[src/rtl/core/qam_pkg.sv]
// Shared types, register indexes, reset values and the microprogram of the attitude mixer.
`timescale 1ns / 1ps
`default_nettype none

package qam_pkg;

    // Fixed field widths
    localparam int CFG_W = 19;
    localparam int ALT_W = 24;
    localparam int SPD_W = 21;
    localparam int GIM_W = 14;

    // Configuration register indexes
    localparam logic [2:0] CFG_HOVER_THRUST  = 3'd0;
    localparam logic [2:0] CFG_ALTITUDE_BIAS = 3'd1;
    localparam logic [2:0] CFG_VERTICAL_GAIN = 3'd2;
    localparam logic [2:0] CFG_ROLL_GAIN     = 3'd3;
    localparam logic [2:0] CFG_PITCH_GAIN    = 3'd4;
    localparam logic [2:0] CFG_ROLL_OFFSET   = 3'd5;
    localparam logic [2:0] CFG_PITCH_NUDGE   = 3'd6;
    localparam logic [2:0] CFG_YAW_NUDGE     = 3'd7;

    // Register reset values
    localparam logic [18:0]        RST_HOVER_THRUST  = 19'd280576;
    localparam logic signed [13:0] RST_ALTITUDE_BIAS = 14'sd2458;
    localparam logic [17:0]        RST_VERTICAL_GAIN = 18'd12288;
    localparam logic [17:0]        RST_ROLL_GAIN     = 18'd204800;
    localparam logic [17:0]        RST_PITCH_GAIN    = 18'd122880;
    localparam logic signed [14:0] RST_ROLL_OFFSET   = 15'sd6434;
    localparam logic [14:0]        RST_PITCH_NUDGE   = 15'd8192;
    localparam logic [14:0]        RST_YAW_NUDGE     = 15'd5325;

    // Pilot command codes (the remaining codes mean no command)
    localparam logic [1:0] CMD_POS = 2'b01;
    localparam logic [1:0] CMD_NEG = 2'b11;

    // Micro-operations
    localparam logic [2:0] OP_NOP  = 3'd0;
    localparam logic [2:0] OP_MUL  = 3'd1;
    localparam logic [2:0] OP_GOAL = 3'd2;
    localparam logic [2:0] OP_PREP = 3'd3;
    localparam logic [2:0] OP_SUM  = 3'd4;
    localparam logic [2:0] OP_OUT  = 3'd5;

    // Multiplier operand A sources
    localparam logic [2:0] A_STEP  = 3'd0;
    localparam logic [2:0] A_RGAIN = 3'd1;
    localparam logic [2:0] A_PGAIN = 3'd2;
    localparam logic [2:0] A_D     = 3'd3;
    localparam logic [2:0] A_VGAIN = 3'd4;
    localparam logic [2:0] A_KR    = 3'd5;
    localparam logic [2:0] A_KP    = 3'd6;

    // Multiplier operand B sources
    localparam logic [2:0] B_STEPS = 3'd0;
    localparam logic [2:0] B_CR    = 3'd1;
    localparam logic [2:0] B_CP    = 3'd2;
    localparam logic [2:0] B_D     = 3'd3;
    localparam logic [2:0] B_T     = 3'd4;
    localparam logic [2:0] B_RRATE = 3'd5;
    localparam logic [2:0] B_PRATE = 3'd6;

    // Product destinations
    localparam logic [2:0] D_T  = 3'd0;
    localparam logic [2:0] D_RP = 3'd1;
    localparam logic [2:0] D_PP = 3'd2;
    localparam logic [2:0] D_GR = 3'd3;
    localparam logic [2:0] D_GP = 3'd4;

    // Jump conditions
    localparam logic [1:0] JC_NEVER       = 2'd0;
    localparam logic [1:0] JC_NO_ITEM     = 2'd1;
    localparam logic [1:0] JC_OUT_BLOCKED = 2'd2;
    localparam logic [1:0] JC_ALWAYS      = 2'd3;

    // Step addresses that are jump targets
    localparam logic [3:0] UPC_IDLE = 4'd0;
    localparam logic [3:0] UPC_SUM  = 4'd11;

    typedef struct packed {
        logic [2:0] op;
        logic [2:0] a_sel;
        logic [2:0] b_sel;
        logic [2:0] dst;
        logic       shr;
        logic [1:0] jc;
        logic [3:0] tgt;
    } t_uop;

    // Microprogram: one control word per step
    function automatic t_uop ucode(input logic [3:0] upc);
        t_uop w;
        case (upc)
            4'd0:  w = '{OP_NOP,  A_STEP,  B_STEPS, D_T,  1'b0, JC_NO_ITEM,     UPC_IDLE};
            4'd1:  w = '{OP_MUL,  A_STEP,  B_STEPS, D_T,  1'b0, JC_NEVER,       UPC_IDLE};
            4'd2:  w = '{OP_GOAL, A_STEP,  B_STEPS, D_T,  1'b0, JC_NEVER,       UPC_IDLE};
            4'd3:  w = '{OP_PREP, A_STEP,  B_STEPS, D_T,  1'b0, JC_NEVER,       UPC_IDLE};
            4'd4:  w = '{OP_MUL,  A_RGAIN, B_CR,    D_RP, 1'b1, JC_NEVER,       UPC_IDLE};
            4'd5:  w = '{OP_MUL,  A_PGAIN, B_CP,    D_PP, 1'b1, JC_NEVER,       UPC_IDLE};
            4'd6:  w = '{OP_MUL,  A_D,     B_D,     D_T,  1'b1, JC_NEVER,       UPC_IDLE};
            4'd7:  w = '{OP_MUL,  A_D,     B_T,     D_T,  1'b1, JC_NEVER,       UPC_IDLE};
            4'd8:  w = '{OP_MUL,  A_VGAIN, B_T,     D_T,  1'b1, JC_NEVER,       UPC_IDLE};
            4'd9:  w = '{OP_MUL,  A_KR,    B_RRATE, D_GR, 1'b1, JC_NEVER,       UPC_IDLE};
            4'd10: w = '{OP_MUL,  A_KP,    B_PRATE, D_GP, 1'b1, JC_NEVER,       UPC_IDLE};
            4'd11: w = '{OP_SUM,  A_STEP,  B_STEPS, D_T,  1'b0, JC_OUT_BLOCKED, UPC_SUM};
            4'd12: w = '{OP_OUT,  A_STEP,  B_STEPS, D_T,  1'b0, JC_ALWAYS,      UPC_IDLE};
            default: w = '{OP_NOP, A_STEP, B_STEPS, D_T,  1'b0, JC_ALWAYS,      UPC_IDLE};
        endcase
        return w;
    endfunction

endpackage

`default_nettype wire

[src/rtl/core/quadrotor_attitude_mixer_top.sv]
// Quadrotor attitude stabiliser and X-frame motor mixer, microcoded around one multiplier.
//
// Usage: one input item per control tick on the valid/ready input channel carries the
// attitude angles, body rates, altitude, elapsed seconds and pilot commands. One result
// item leaves on the valid/ready output channel: four propeller speeds, two gimbal
// positions and two LED bits. Eight configuration registers are written through the
// write port (i_cfg_we, i_cfg_index, i_cfg_data); the user must write them only while the block is idle;
// the block itself does not enforce this. Timing: a 13-step microprogram drives a single
// signed multiplier; steps 1 to 12 run after the item is taken, and the result is registered
// at step 12. The eight multiplications through the one multiplier set the length of the
// sequence. Input ready is high only while the sequencer sits at its idle step.
// A finished result waits in the output registers; the next item is accepted meanwhile.
// If the receiver still holds the previous result when a new one is due, the sequencer
// waits at its summing step until that result is taken.
// Reset (synchronous, active low) returns the sequencer to idle, drops output valid,
// restores the register defaults and sets the altitude goal to 1.0 m.
`timescale 1ns / 1ps
`default_nettype none

module quadrotor_attitude_mixer_top #(
    parameter int FRAC_BITS = 12
) (
    input  wire                        i_clk,
    input  wire                        i_rst_n,
    // configuration port
    input  wire                        i_cfg_we,
    input  wire  [2:0]                 i_cfg_index,
    input  wire  [qam_pkg::CFG_W-1:0]  i_cfg_data,
    // input channel
    input  wire                        i_in_valid,
    output logic                       o_in_ready,
    input  wire  signed [15:0]         i_roll_angle,
    input  wire  signed [15:0]         i_pitch_angle,
    input  wire  signed [23:0]         i_altitude,
    input  wire  signed [15:0]         i_roll_rate,
    input  wire  signed [15:0]         i_pitch_rate,
    input  wire  [15:0]                i_elapsed_seconds,
    input  wire  signed [1:0]          i_pitch_command,
    input  wire  signed [1:0]          i_yaw_command,
    input  wire  signed [1:0]          i_roll_command,
    input  wire  signed [4:0]          i_altitude_steps,
    // output channel
    output logic                       o_out_valid,
    input  wire                        i_out_ready,
    output logic signed [20:0]         o_front_left_speed,
    output logic signed [20:0]         o_front_right_speed,
    output logic signed [20:0]         o_rear_left_speed,
    output logic signed [20:0]         o_rear_right_speed,
    output logic signed [13:0]         o_gimbal_roll_position,
    output logic signed [13:0]         o_gimbal_pitch_position,
    output logic                       o_left_led_on,
    output logic                       o_right_led_on
);

    // Datapath widths and fixed-point constants
    localparam int MW     = (FRAC_BITS + 2 > 19) ? FRAC_BITS + 2 : 19;
    localparam int PW     = 2 * MW;
    localparam int DW     = 26;
    localparam int SW     = 24;
    localparam int AW     = qam_pkg::ALT_W;
    localparam int OW     = qam_pkg::SPD_W;
    localparam int GW     = qam_pkg::GIM_W;
    localparam int ONE_Q  = 1 << FRAC_BITS;
    localparam int STEP_Q = ((5 << FRAC_BITS) + 50) / 100;
    localparam int KR_Q   = ((115 << FRAC_BITS) + 500) / 1000;
    localparam int KP_Q   = ((1 << FRAC_BITS) + 5) / 10;

    localparam logic signed [MW-1:0] ONE_M   = MW'(ONE_Q);
    localparam logic signed [MW-1:0] NONE_M  = MW'(-ONE_Q);
    localparam logic signed [DW-1:0] ONE_D   = DW'(ONE_Q);
    localparam logic signed [DW-1:0] NONE_D  = DW'(-ONE_Q);
    localparam logic signed [SW-1:0] ONE_S   = SW'(ONE_Q);
    localparam logic signed [MW-1:0] STEP_M  = MW'(STEP_Q);
    localparam logic signed [MW-1:0] KR_M    = MW'(-KR_Q);
    localparam logic signed [MW-1:0] KP_M    = MW'(-KP_Q);
    localparam logic signed [DW-1:0] GMAX_D  = DW'((1 << (AW - 1)) - 1);
    localparam logic signed [DW-1:0] GMIN_D  = DW'(-(1 << (AW - 1)));
    localparam logic signed [SW-1:0] SMAX_S  = SW'((1 << (OW - 1)) - 1);
    localparam logic signed [SW-1:0] SMIN_S  = SW'(-(1 << (OW - 1)));
    localparam logic signed [AW-1:0] GOAL_RST = AW'(ONE_Q);

    // Configuration registers
    logic        [18:0] r_hover;
    logic signed [13:0] r_bias;
    logic        [17:0] r_vgain;
    logic        [17:0] r_rgain;
    logic        [17:0] r_pgain;
    logic signed [14:0] r_roll_off;
    logic        [14:0] r_pnudge;
    logic        [14:0] r_ynudge;

    // Sequencer
    logic [3:0]     r_upc;
    logic [3:0]     n_upc;
    qam_pkg::t_uop  uop;
    logic           jump;
    logic           in_accept;

    // Latched item
    logic signed [15:0]   r_roll;
    logic signed [15:0]   r_pitch;
    logic signed [AW-1:0] r_alt;
    logic signed [15:0]   r_rrate;
    logic signed [15:0]   r_prate;
    logic [1:0]           r_pcmd;
    logic [1:0]           r_ycmd;
    logic [1:0]           r_rcmd;
    logic signed [4:0]    r_steps;
    logic                 r_led;

    // Working registers
    logic signed [AW-1:0] r_goal;
    logic signed [MW-1:0] r_t;
    logic signed [MW-1:0] r_rp;
    logic signed [MW-1:0] r_pp;
    logic signed [GW-1:0] r_gr;
    logic signed [GW-1:0] r_gp;
    logic signed [MW-1:0] r_d;
    logic signed [MW-1:0] r_cr;
    logic signed [MW-1:0] r_cp;
    logic signed [SW-1:0] r_sr;
    logic signed [SW-1:0] r_sp;
    logic signed [SW-1:0] r_sy;
    logic signed [SW-1:0] r_base;

    // Combinational datapath
    logic signed [MW-1:0] mul_a;
    logic signed [MW-1:0] mul_b;
    logic signed [PW-1:0] prod;
    logic signed [PW-1:0] prod_sh;
    logic signed [DW-1:0] goal_sum;
    logic signed [AW-1:0] n_goal;
    logic signed [DW-1:0] diff;
    logic signed [MW-1:0] roll_sum;
    logic signed [MW-1:0] pitch_ext;
    logic signed [SW-1:0] rc_term;
    logic signed [SW-1:0] pc_term;
    logic signed [SW-1:0] yc_term;
    logic signed [SW-1:0] mix_fl;
    logic signed [SW-1:0] mix_fr;
    logic signed [SW-1:0] mix_rl;
    logic signed [SW-1:0] mix_rr;

    function automatic logic signed [MW-1:0] clamp_one(input logic signed [MW-1:0] v);
        return (v < NONE_M) ? NONE_M : ((v > ONE_M) ? ONE_M : v);
    endfunction

    function automatic logic signed [OW-1:0] sat_spd(input logic signed [SW-1:0] v);
        logic signed [SW-1:0] c;
        c = (v < SMIN_S) ? SMIN_S : ((v > SMAX_S) ? SMAX_S : v);
        return c[OW-1:0];
    endfunction

    assign in_accept  = i_in_valid && o_in_ready;
    assign o_in_ready = (r_upc == qam_pkg::UPC_IDLE);

    // Configuration writes
    always_ff @(posedge i_clk) begin
        if (!i_rst_n) begin
            r_hover    <= qam_pkg::RST_HOVER_THRUST;
            r_bias     <= qam_pkg::RST_ALTITUDE_BIAS;
            r_vgain    <= qam_pkg::RST_VERTICAL_GAIN;
            r_rgain    <= qam_pkg::RST_ROLL_GAIN;
            r_pgain    <= qam_pkg::RST_PITCH_GAIN;
            r_roll_off <= qam_pkg::RST_ROLL_OFFSET;
            r_pnudge   <= qam_pkg::RST_PITCH_NUDGE;
            r_ynudge   <= qam_pkg::RST_YAW_NUDGE;
        end else if (i_cfg_we) begin
            case (i_cfg_index)
                qam_pkg::CFG_HOVER_THRUST:  r_hover    <= i_cfg_data[18:0];
                qam_pkg::CFG_ALTITUDE_BIAS: r_bias     <= i_cfg_data[13:0];
                qam_pkg::CFG_VERTICAL_GAIN: r_vgain    <= i_cfg_data[17:0];
                qam_pkg::CFG_ROLL_GAIN:     r_rgain    <= i_cfg_data[17:0];
                qam_pkg::CFG_PITCH_GAIN:    r_pgain    <= i_cfg_data[17:0];
                qam_pkg::CFG_ROLL_OFFSET:   r_roll_off <= i_cfg_data[14:0];
                qam_pkg::CFG_PITCH_NUDGE:   r_pnudge   <= i_cfg_data[14:0];
                qam_pkg::CFG_YAW_NUDGE:     r_ynudge   <= i_cfg_data[14:0];
                default: ;
            endcase
        end
    end

    // Control word fetch and next step
    always_comb begin
        uop = qam_pkg::ucode(r_upc);
        case (uop.jc)
            qam_pkg::JC_NEVER:       jump = 1'b0;
            qam_pkg::JC_NO_ITEM:     jump = !in_accept;
            qam_pkg::JC_OUT_BLOCKED: jump = o_out_valid && !i_out_ready;
            qam_pkg::JC_ALWAYS:      jump = 1'b1;
            default:                 jump = 1'b1;
        endcase
        n_upc = jump ? uop.tgt : r_upc + 4'd1;
    end

    always_ff @(posedge i_clk) begin
        if (!i_rst_n) begin
            r_upc <= qam_pkg::UPC_IDLE;
        end else begin
            r_upc <= n_upc;
        end
    end

    // Item capture
    always_ff @(posedge i_clk) begin
        if (in_accept) begin
            r_roll  <= i_roll_angle;
            r_pitch <= i_pitch_angle;
            r_alt   <= i_altitude;
            r_rrate <= i_roll_rate;
            r_prate <= i_pitch_rate;
            r_pcmd  <= i_pitch_command;
            r_ycmd  <= i_yaw_command;
            r_rcmd  <= i_roll_command;
            r_steps <= i_altitude_steps;
            r_led   <= i_elapsed_seconds[0];
        end
    end

    // Shared multiplier operand selection
    always_comb begin
        case (uop.a_sel)
            qam_pkg::A_STEP:  mul_a = STEP_M;
            qam_pkg::A_RGAIN: mul_a = MW'(r_rgain);
            qam_pkg::A_PGAIN: mul_a = MW'(r_pgain);
            qam_pkg::A_D:     mul_a = r_d;
            qam_pkg::A_VGAIN: mul_a = MW'(r_vgain);
            qam_pkg::A_KR:    mul_a = KR_M;
            qam_pkg::A_KP:    mul_a = KP_M;
            default:          mul_a = '0;
        endcase
        case (uop.b_sel)
            qam_pkg::B_STEPS: mul_b = MW'(r_steps);
            qam_pkg::B_CR:    mul_b = r_cr;
            qam_pkg::B_CP:    mul_b = r_cp;
            qam_pkg::B_D:     mul_b = r_d;
            qam_pkg::B_T:     mul_b = r_t;
            qam_pkg::B_RRATE: mul_b = MW'(r_rrate);
            qam_pkg::B_PRATE: mul_b = MW'(r_prate);
            default:          mul_b = '0;
        endcase
    end

    // Product, floor-scaled back to the fixed-point grid where asked
    assign prod    = PW'(mul_a) * PW'(mul_b);
    assign prod_sh = uop.shr ? (prod >>> FRAC_BITS) : prod;

    always_ff @(posedge i_clk) begin
        if (uop.op == qam_pkg::OP_MUL) begin
            case (uop.dst)
                qam_pkg::D_T:  r_t  <= prod_sh[MW-1:0];
                qam_pkg::D_RP: r_rp <= prod_sh[MW-1:0];
                qam_pkg::D_PP: r_pp <= prod_sh[MW-1:0];
                qam_pkg::D_GR: r_gr <= prod_sh[GW-1:0];
                qam_pkg::D_GP: r_gp <= prod_sh[GW-1:0];
                default: ;
            endcase
        end
    end

    // Goal update with saturation to the altitude range
    always_comb begin
        goal_sum = DW'(r_goal) + DW'(r_t);
        if (goal_sum > GMAX_D) begin
            n_goal = GMAX_D[AW-1:0];
        end else if (goal_sum < GMIN_D) begin
            n_goal = GMIN_D[AW-1:0];
        end else begin
            n_goal = goal_sum[AW-1:0];
        end
    end

    always_ff @(posedge i_clk) begin
        if (!i_rst_n) begin
            r_goal <= GOAL_RST;
        end else if (uop.op == qam_pkg::OP_GOAL) begin
            r_goal <= n_goal;
        end
    end

    // Clamped altitude error and attitude terms
    assign diff      = DW'(r_goal) - DW'(r_alt) + DW'(r_bias);
    assign roll_sum  = MW'(r_roll) + MW'(r_roll_off);
    assign pitch_ext = MW'(r_pitch);

    always_ff @(posedge i_clk) begin
        if (uop.op == qam_pkg::OP_PREP) begin
            r_d  <= (diff < NONE_D) ? NONE_M : ((diff > ONE_D) ? ONE_M : diff[MW-1:0]);
            r_cr <= clamp_one(roll_sum);
            r_cp <= clamp_one(pitch_ext);
        end
    end

    // Axis sums and base lift
    always_comb begin
        case (r_rcmd)
            qam_pkg::CMD_POS: rc_term = ONE_S;
            qam_pkg::CMD_NEG: rc_term = -ONE_S;
            default:          rc_term = '0;
        endcase
        case (r_pcmd)
            qam_pkg::CMD_POS: pc_term = SW'(r_pnudge);
            qam_pkg::CMD_NEG: pc_term = -SW'(r_pnudge);
            default:          pc_term = '0;
        endcase
        case (r_ycmd)
            qam_pkg::CMD_POS: yc_term = SW'(r_ynudge);
            qam_pkg::CMD_NEG: yc_term = -SW'(r_ynudge);
            default:          yc_term = '0;
        endcase
    end

    always_ff @(posedge i_clk) begin
        if (uop.op == qam_pkg::OP_SUM) begin
            r_sr   <= SW'(r_rp) + SW'(r_rrate) + rc_term;
            r_sp   <= SW'(r_pp) - SW'(r_prate) + pc_term;
            r_sy   <= yc_term;
            r_base <= SW'(r_hover) + SW'(r_t);
        end
    end

    // X-frame mix; front right and rear left run reversed
    assign mix_fl = r_base - r_sr - r_sp + r_sy;
    assign mix_fr = -(r_base + r_sr - r_sp - r_sy);
    assign mix_rl = -(r_base - r_sr + r_sp - r_sy);
    assign mix_rr = r_base + r_sr + r_sp + r_sy;

    // Output register
    always_ff @(posedge i_clk) begin
        if (!i_rst_n) begin
            o_out_valid <= 1'b0;
        end else if (uop.op == qam_pkg::OP_OUT) begin
            o_out_valid <= 1'b1;
        end else if (i_out_ready) begin
            o_out_valid <= 1'b0;
        end
    end

    always_ff @(posedge i_clk) begin
        if (uop.op == qam_pkg::OP_OUT) begin
            o_front_left_speed      <= sat_spd(mix_fl);
            o_front_right_speed     <= sat_spd(mix_fr);
            o_rear_left_speed       <= sat_spd(mix_rl);
            o_rear_right_speed      <= sat_spd(mix_rr);
            o_gimbal_roll_position  <= r_gr;
            o_gimbal_pitch_position <= r_gp;
            o_left_led_on           <= r_led;
            o_right_led_on          <= !r_led;
        end
    end

endmodule

`default_nettype wire

[config.mk]
export PLATFORM = sky130hd
export DESIGN_NAME = quadrotor_attitude_mixer_top
export DESIGN_NICKNAME = d
export VERILOG_FILES = /design/src/rtl/core/qam_pkg.sv /design/src/rtl/core/quadrotor_attitude_mixer_top.sv
export SDC_FILE = /design/constraint.sdc
export NUM_CORES = 2
export LEC_CHECK = 0
export BUFFER_PORTS_ARGS = -buffer_cell sky130_fd_sc_hd__buf_2
export CAP_MARGIN = 30
export CORE_UTILIZATION = 45
export DETAILED_ROUTE_END_ITERATION = 10
export PLACE_DENSITY = 0.71
export SKIP_LAST_GASP = 1
export SYNTH_ARGS = -nofsm -noshare
export SYNTH_HDL_FRONTEND = slang
export SYNTH_SLANG_ARGS = --single-unit
[constraint.sdc]
create_clock -name i_clk -period 15.4 [get_ports i_clk]
set_clock_uncertainty 0.2 [all_clocks]
set_input_delay 0.77 -clock i_clk [delete_from_list [all_inputs] [get_ports i_clk]]
set_output_delay 0.77 -clock i_clk [all_outputs]
set_load 0.01 [all_outputs]
== Word level (Yosys, flattened, before mapping) ==
Memory sizes are Yosys's and may differ from the RTL's. A register that Yosys moved wholly into a read port is not among the register bits.
Cells that the tools add are included.

* Magnitude comparators: 16
* Reductions and logical operators: 28
* Equal/unequal tests: 37
* Muxes and demuxes: 20
* Multiply operators: 1
* Add/subtract/negate cells: 24

{| class="wikitable"
|+ Operators by type and width
! cell !! count
|-
| 19-bit one-hot mux with 7 select lines || 2
|-
| 24-bit one-hot mux with 2 select lines || 3
|-
| 24-bit adder || 5
|-
| 24-bit subtractor || 5
|-
| 24-bit by 21-bit > comparator with 1-bit output (second input constant) || 4
|-
| 24-bit by 21-bit less-than comparator with 1-bit output (second input constant) || 4
|-
| 21-bit 2-to-1 mux || 4
|-
| 19-bit 2-to-1 mux || 4
|-
| 20-bit by 24-bit adder with 24-bit output || 2
|-
| 24-bit 2-to-1 mux || 2
|-
| 15-bit negation with 24-bit output || 2
|-
| 24-bit negation || 2
|-
| 3-bit equality test (second input constant) || 13
|-
| 19-bit by 19-bit multiplier with 31-bit output || 1
|-
| 3-bit by 2-bit equality test with 1-bit output (second input constant) || 10
|-
| 25-bit by 14-bit adder with 26-bit output || 1
|-
| 26-bit by 14-bit > comparator with 1-bit output (second input constant) || 1
|-
| 26-bit by 13-bit less-than comparator with 1-bit output (second input constant) || 1
|-
| 2-bit AND reduction || 13
|-
| 24-bit by 19-bit adder with 25-bit output || 1
|-
| 25-bit by 24-bit > comparator with 1-bit output (second input constant) || 1
|-
| 25-bit by 24-bit less-than comparator with 1-bit output (second input constant) || 1
|-
| 24-bit by 24-bit subtractor with 25-bit output || 1
|-
| 20-bit by 19-bit adder with 21-bit output || 1
|-
| 21 further kinds || 42
|}

* Memories kept: 1
* Bits of input ports: 142
* Word-level logic and storage cells: 171
* Register bits: 613
* Bits in read-only memories: 288

{| class="wikitable"
|+ Memories
! name !! depth !! width !! read ports !! clocked after Yosys merged registers in !! write ports !! RTL line !! source
|-
| (no name shown) || 16 || 18 || 1 || 1 || 0 || qam_pkg.sv:93 || <nowiki>case (upc)</nowiki>
|}

== Longest topological paths before layout ==
* Depth after elaboration: 6
* Mapped depth: 35

== Worst setup path before layout ==
No wires, ideal clock.

* Kind: register to register
* Start point: reg uop[10] (netlist name)
* End point: reg r_gp[13] (data pin)
* Data arrival time: 8.965 ns
* Library setup time: 0.302 ns
* Stages on the path, launching flop included: 34
* Buffers on the path: 5
* Slack: 5.933 ns
* Path through: dfxtp_1 > clkbuf_1 > clkbuf_1 > buf_1 > buf_1 > mux2_2 > a21oi_1 > o22ai_1 > a31oi_1 > clkbuf_1 > nor2_1 > fa_1 > fa_1 > inv_1 > fa_1 > inv_1 > fa_1 > inv_1 > fa_1 > inv_1 > fa_1 > ha_1 > ha_1 > or3_1 > o21bai_1 > a211o_1 > a2111oi_0 > o21ai_0 > a31oi_1 > o21bai_1 > a21oi_1 > xnor2_1 > nand2_1 > o21ai_0

* Cells in the longest elaborated chain, start to end: 4

{| class="wikitable"
|+ RTL lines
! what !! RTL line !! source
|-
| 3-bit equality test (tied with other cells) || quadrotor_attitude_mixer_top.sv:232 || <nowiki>case (uop.b_sel)</nowiki>
|-
| 19-bit one-hot mux with 7 select lines * || quadrotor_attitude_mixer_top.sv:232 ||
|-
| 19-bit by 19-bit multiplier with 31-bit output * || quadrotor_attitude_mixer_top.sv:245 || <nowiki>assign prod = PW'(mul_a) * PW'(mul_b);</nowiki>
|-
| 19-bit 2-to-1 mux * || quadrotor_attitude_mixer_top.sv:246 || <nowiki>assign prod_sh = uop.shr ? (prod >>> FRAC_BITS) : prod;</nowiki>
|-
| via prod_sh[13] || quadrotor_attitude_mixer_top.sv:130 || <nowiki>logic signed [PW-1:0] prod_sh;</nowiki>
|-
| to (signal assigned) || quadrotor_attitude_mixer_top.sv:255 || <nowiki>qam_pkg::D_GP: r_gp <= prod_sh[GW-1:0];</nowiki>
|-
| to (decl) || quadrotor_attitude_mixer_top.sv:117 || <nowiki>logic signed [GW-1:0] r_gp;</nowiki>
|}

The timed path passes the listed nets; every way through them passes the cells marked *.
A chain may end at the register's enable or synchronous reset.

== Worst setup path in the final report ==
* Start point: reg uop[14] (netlist name)
* End point: reg r_gr[13] (data pin)

* Cells in the longest elaborated chain, start to end: 4

{| class="wikitable"
|+ RTL lines
! what !! RTL line !! source
|-
| 3-bit equality test (tied with other cells) || quadrotor_attitude_mixer_top.sv:222 || <nowiki>case (uop.a_sel)</nowiki>
|-
| 19-bit one-hot mux with 7 select lines * || quadrotor_attitude_mixer_top.sv:222 ||
|-
| 19-bit by 19-bit multiplier with 31-bit output * || quadrotor_attitude_mixer_top.sv:245 ||
|-
| 19-bit 2-to-1 mux * || quadrotor_attitude_mixer_top.sv:246 ||
|-
| via prod_sh[13] || quadrotor_attitude_mixer_top.sv:130 ||
|-
| to (signal assigned) || quadrotor_attitude_mixer_top.sv:254 || <nowiki>qam_pkg::D_GR: r_gr <= prod_sh[GW-1:0];</nowiki>
|-
| to (decl) || quadrotor_attitude_mixer_top.sv:116 || <nowiki>logic signed [GW-1:0] r_gr;</nowiki>
|}

Marks and branches as above.

==> run_results.csv <==
group,metric,value,unit
drt,wire_per_inst,19.5,um
sta,setup_viol,0,
floorplanning,die_area,116000,um2
cells_and_area,stdcell_area,56800,um2
global_route,antenna_found_initial,9,
worst_setup_path,cp_slowest_cell,"nor2b_1",
clocking,cts_num_sinks,620,
clocking,clk-insertion-delay-late,0.66,ns
clocking,clkTransAtPathRegs,0.06,ns
clocking,ctsHtreeMaxLevel,3,
drt,drc,0,
yosys,async_flop_share,0,%
floorplanning,start_util,45.6,%
worst_setup_path,critPathLaunch,"uop[14]",
global_route,grt_pass1_wl,214,mm
yosys,ys_seq_elements,620,
status,status,"complete, no violations",
clocking,cts_hold_buf,0,
clocking,clock_path_buffers,3,
yosys,synth_edf_count,443,
clocking,cts_tree,"done",
sta,relSlewSlack,24.6,%
sta,slew_viol_final,0,
yosys,synth_nets,6297,
clocking,cts_root_buf,"clkbuf_16",
global_route,grt_max_degree,85,
flow_run,cap_viol_max_count,0,
sta,fin_crit,9.92,ns
worst_setup_path,rr_endpoint,"r_gr[13]",
global_route,grt_usage,24.0,%
yosys,synthTopCellsByArea,"edfxtp_1, fa_1, ha_1, dfxtp_1, inv_1",
sta,worst_slew_pin_slew,1.13,ns
yosys,synth_top_area_share,25.9,%
place,gp_congestion,0.953,
sta,rsz0062_at_grt,"no",
sta,post-route-period-util,64.4,%
yosys,avgSynthCellArea,9.69,um2
worst_setup_path,worstSetupEndpointType,"flip-flop",
worst_setup_path,crit_end,"r_gr[13]",
drt,dr_total_vias,38376,
cells_and_area,syn_to_final_growth,10.5,%
place,portBuffers,242,
cells_and_area,drive_above_1_share,9.24,%
drt,viasPerCell,5.42,
sta,fmax,101,MHz
worst_setup_path,reg2reg_setup_slack,5.48,ns
global_route,overflow,0,
floorplanning,fp.dieW,340,um
yosys,synth_ff_type,"edfxtp_1",
worst_setup_path,worstPathRequired,15.48,ns
worst_hold_path,min-delay-start,"i_yaw_command[1]",
yosys,synth-seq-area-share,32.8,%
floorplanning,coreArea,113000,um2
place,dp_hpwl,109,mm
worst_setup_path,critPathKind,"flip-flop to flip-flop",
sta,final.setup.tns,0,ns
place,placed_area,54400,um2
worst_setup_path,crit_fanout,26,
yosys,synth_area,51400,um2
drt,first_pass_iters,7,
clocking,numCtsBuffers,70,
drt,drt_iter0_drc,2949,
floorplanning,num_io_pins,258,
worst_setup_path,slowest_delay,0.66,ns
clocking,cts_resized,0,
yosys,synth_cells,5305,
worst_hold_path,holdCritPathClass,"primary input to flip-flop",
floorplanning,rows,123,
floorplanning,fp.dieH,340,um
worst_setup_path,arrival,10.00,ns
worst_setup_path,crit_top_cell,"fa_1",
sta,hold_viol,0,
clocking,cts_setup_buffers,0,
drt,ant_nets,0,
yosys,synth_warnings,0,
worst_setup_path,reg2reg_from,"uop[14]",
global_route,first_global_vias,38177,
cells_and_area,fin_nets,6505,
yosys,synth_area_leader_cell,"edfxtp_1",
worst_setup_path,reg2reg_depth,29,
drt,wirelength,138,mm
yosys,synthDistinctLibCells,93,
worst_setup_path,startpoint_type,"flip-flop",
[stage by stage]
stage	instances	setup slack (ns)	hold WS [ns]	util (%)
floorplan	5305	5.93	0.200	-
global placement	6930	5.72	0.203	48.1
detailed placement	6937	5.64	0.205	48.2
CTS	7067	5.52	0.0483	50.2
global route	7074	5.00	0.0560	50.3
finish	7077	5.48	0.0809	50.3
[kinds of logic after synthesis]
group,Yosys count,share of synthesized area (%)
buf+inv,1043,7.83
xor+xnor,307,5.30
fa+ha+maj,873,27.8
simple gates,1375,12.0
compound gates,1034,13.0
mux,53,1.25
flops,620,32.8
[worst max-delay path: cells and delay by family (launching register included)]
family | cells | cell delay, ns
AOI/OAI and AO/OA | 10 | 3.42
xor gates and xnor gates | 1 | 0.18
and+or+nand+nor | 4 | 1.31
buffers and inverters | 6 | 0.56
DFF | 1 | 0.32
adders and majority gates | 8 | 3.50
[registers in the layout (all words and copies together), names as in the netlist, 23 cells and up]
register  count
r_goal       24
r_alt        24
r_sp         24
r_sr         24
r_sy         23
[Yosys cell counts (all sizes together) (7+ instances only)]
library cell,count
o221ai,7
a22o,9
mux2i,28
and2,69
a21o,79
or4,10
a21oi,293
clkbuf,139
a211oi,21
dfxtp,177
o21ai,203
o21bai,45
nand2,579
a21boi,116
mux4,7
maj3,23
nand2b,54
xor2,100
nand4,15
and3,20
xnor2,205
o21a,49
o41ai,8
nor4,9
nor3b,9
or2,14
o211ai,42
o31ai,22
ha,392
a2111oi,10
mux2,18
edfxtp,443
a31oi,40
a22oi,13
nor3,62
fa,458
or3,21
inv,863
buf,40
nand3,84
nor2,352
o22ai,18
nand3b,7
a211o,11
nor2b,53
[worst min path at each step]
stage | slack [ns] | cells after the start | to
floorplan | 0.20 | 0 | o_gimbal_pitch_position[0]
global placement | 0.20 | 0 | o_gimbal_pitch_position[2]
detailed placement | 0.20 | 0 | o_gimbal_pitch_position[2]
CTS | 0.05 | 1 | r_ycmd[1]
global route | 0.06 | 1 | r_rrate[3]
finish | 0.08 | 1 | r_ycmd[1]
[placed cells by master, fill, tap and decap left out, types with 174 or more instances in the layout]
cell / netlist / final
inv_1: 862 / 862
nand2_1: 579 / 579
fa_1: 458 / 458
edfxtp_1: 443 / 443
ha_1: 392 / 392
nor2_1: 351 / 349
a21oi_1: 292 / 290
buf_2: 8 / 242
xnor2_1: 205 / 205
o21ai_0: 188 / 183
dfxtp_1: 177 / 174
[area by class of cell]
type	instances	area, um2
fillers	10225	56000
multi-input cells	3642	30600
flip-flops and latches	620	16800
inverters	864	3240
well taps	1500	1880
repair buffers	315	1870
clock buffers	83	1860
clock inverters	47	430
diodes	6	15.0
[routing by layer]
metal,up-vias,global-route usage [%],routed length (um)
li1,17978,-,-
met1,18500,30.5,56300
met2,1522,38.8,62900
met3,372,4.37,10900
met4,4,12.7,7960
met5,-,0,29
Power is not shown: default switching activity piles up to over one toggle a cycle in this logic, so the estimate is an artifact.
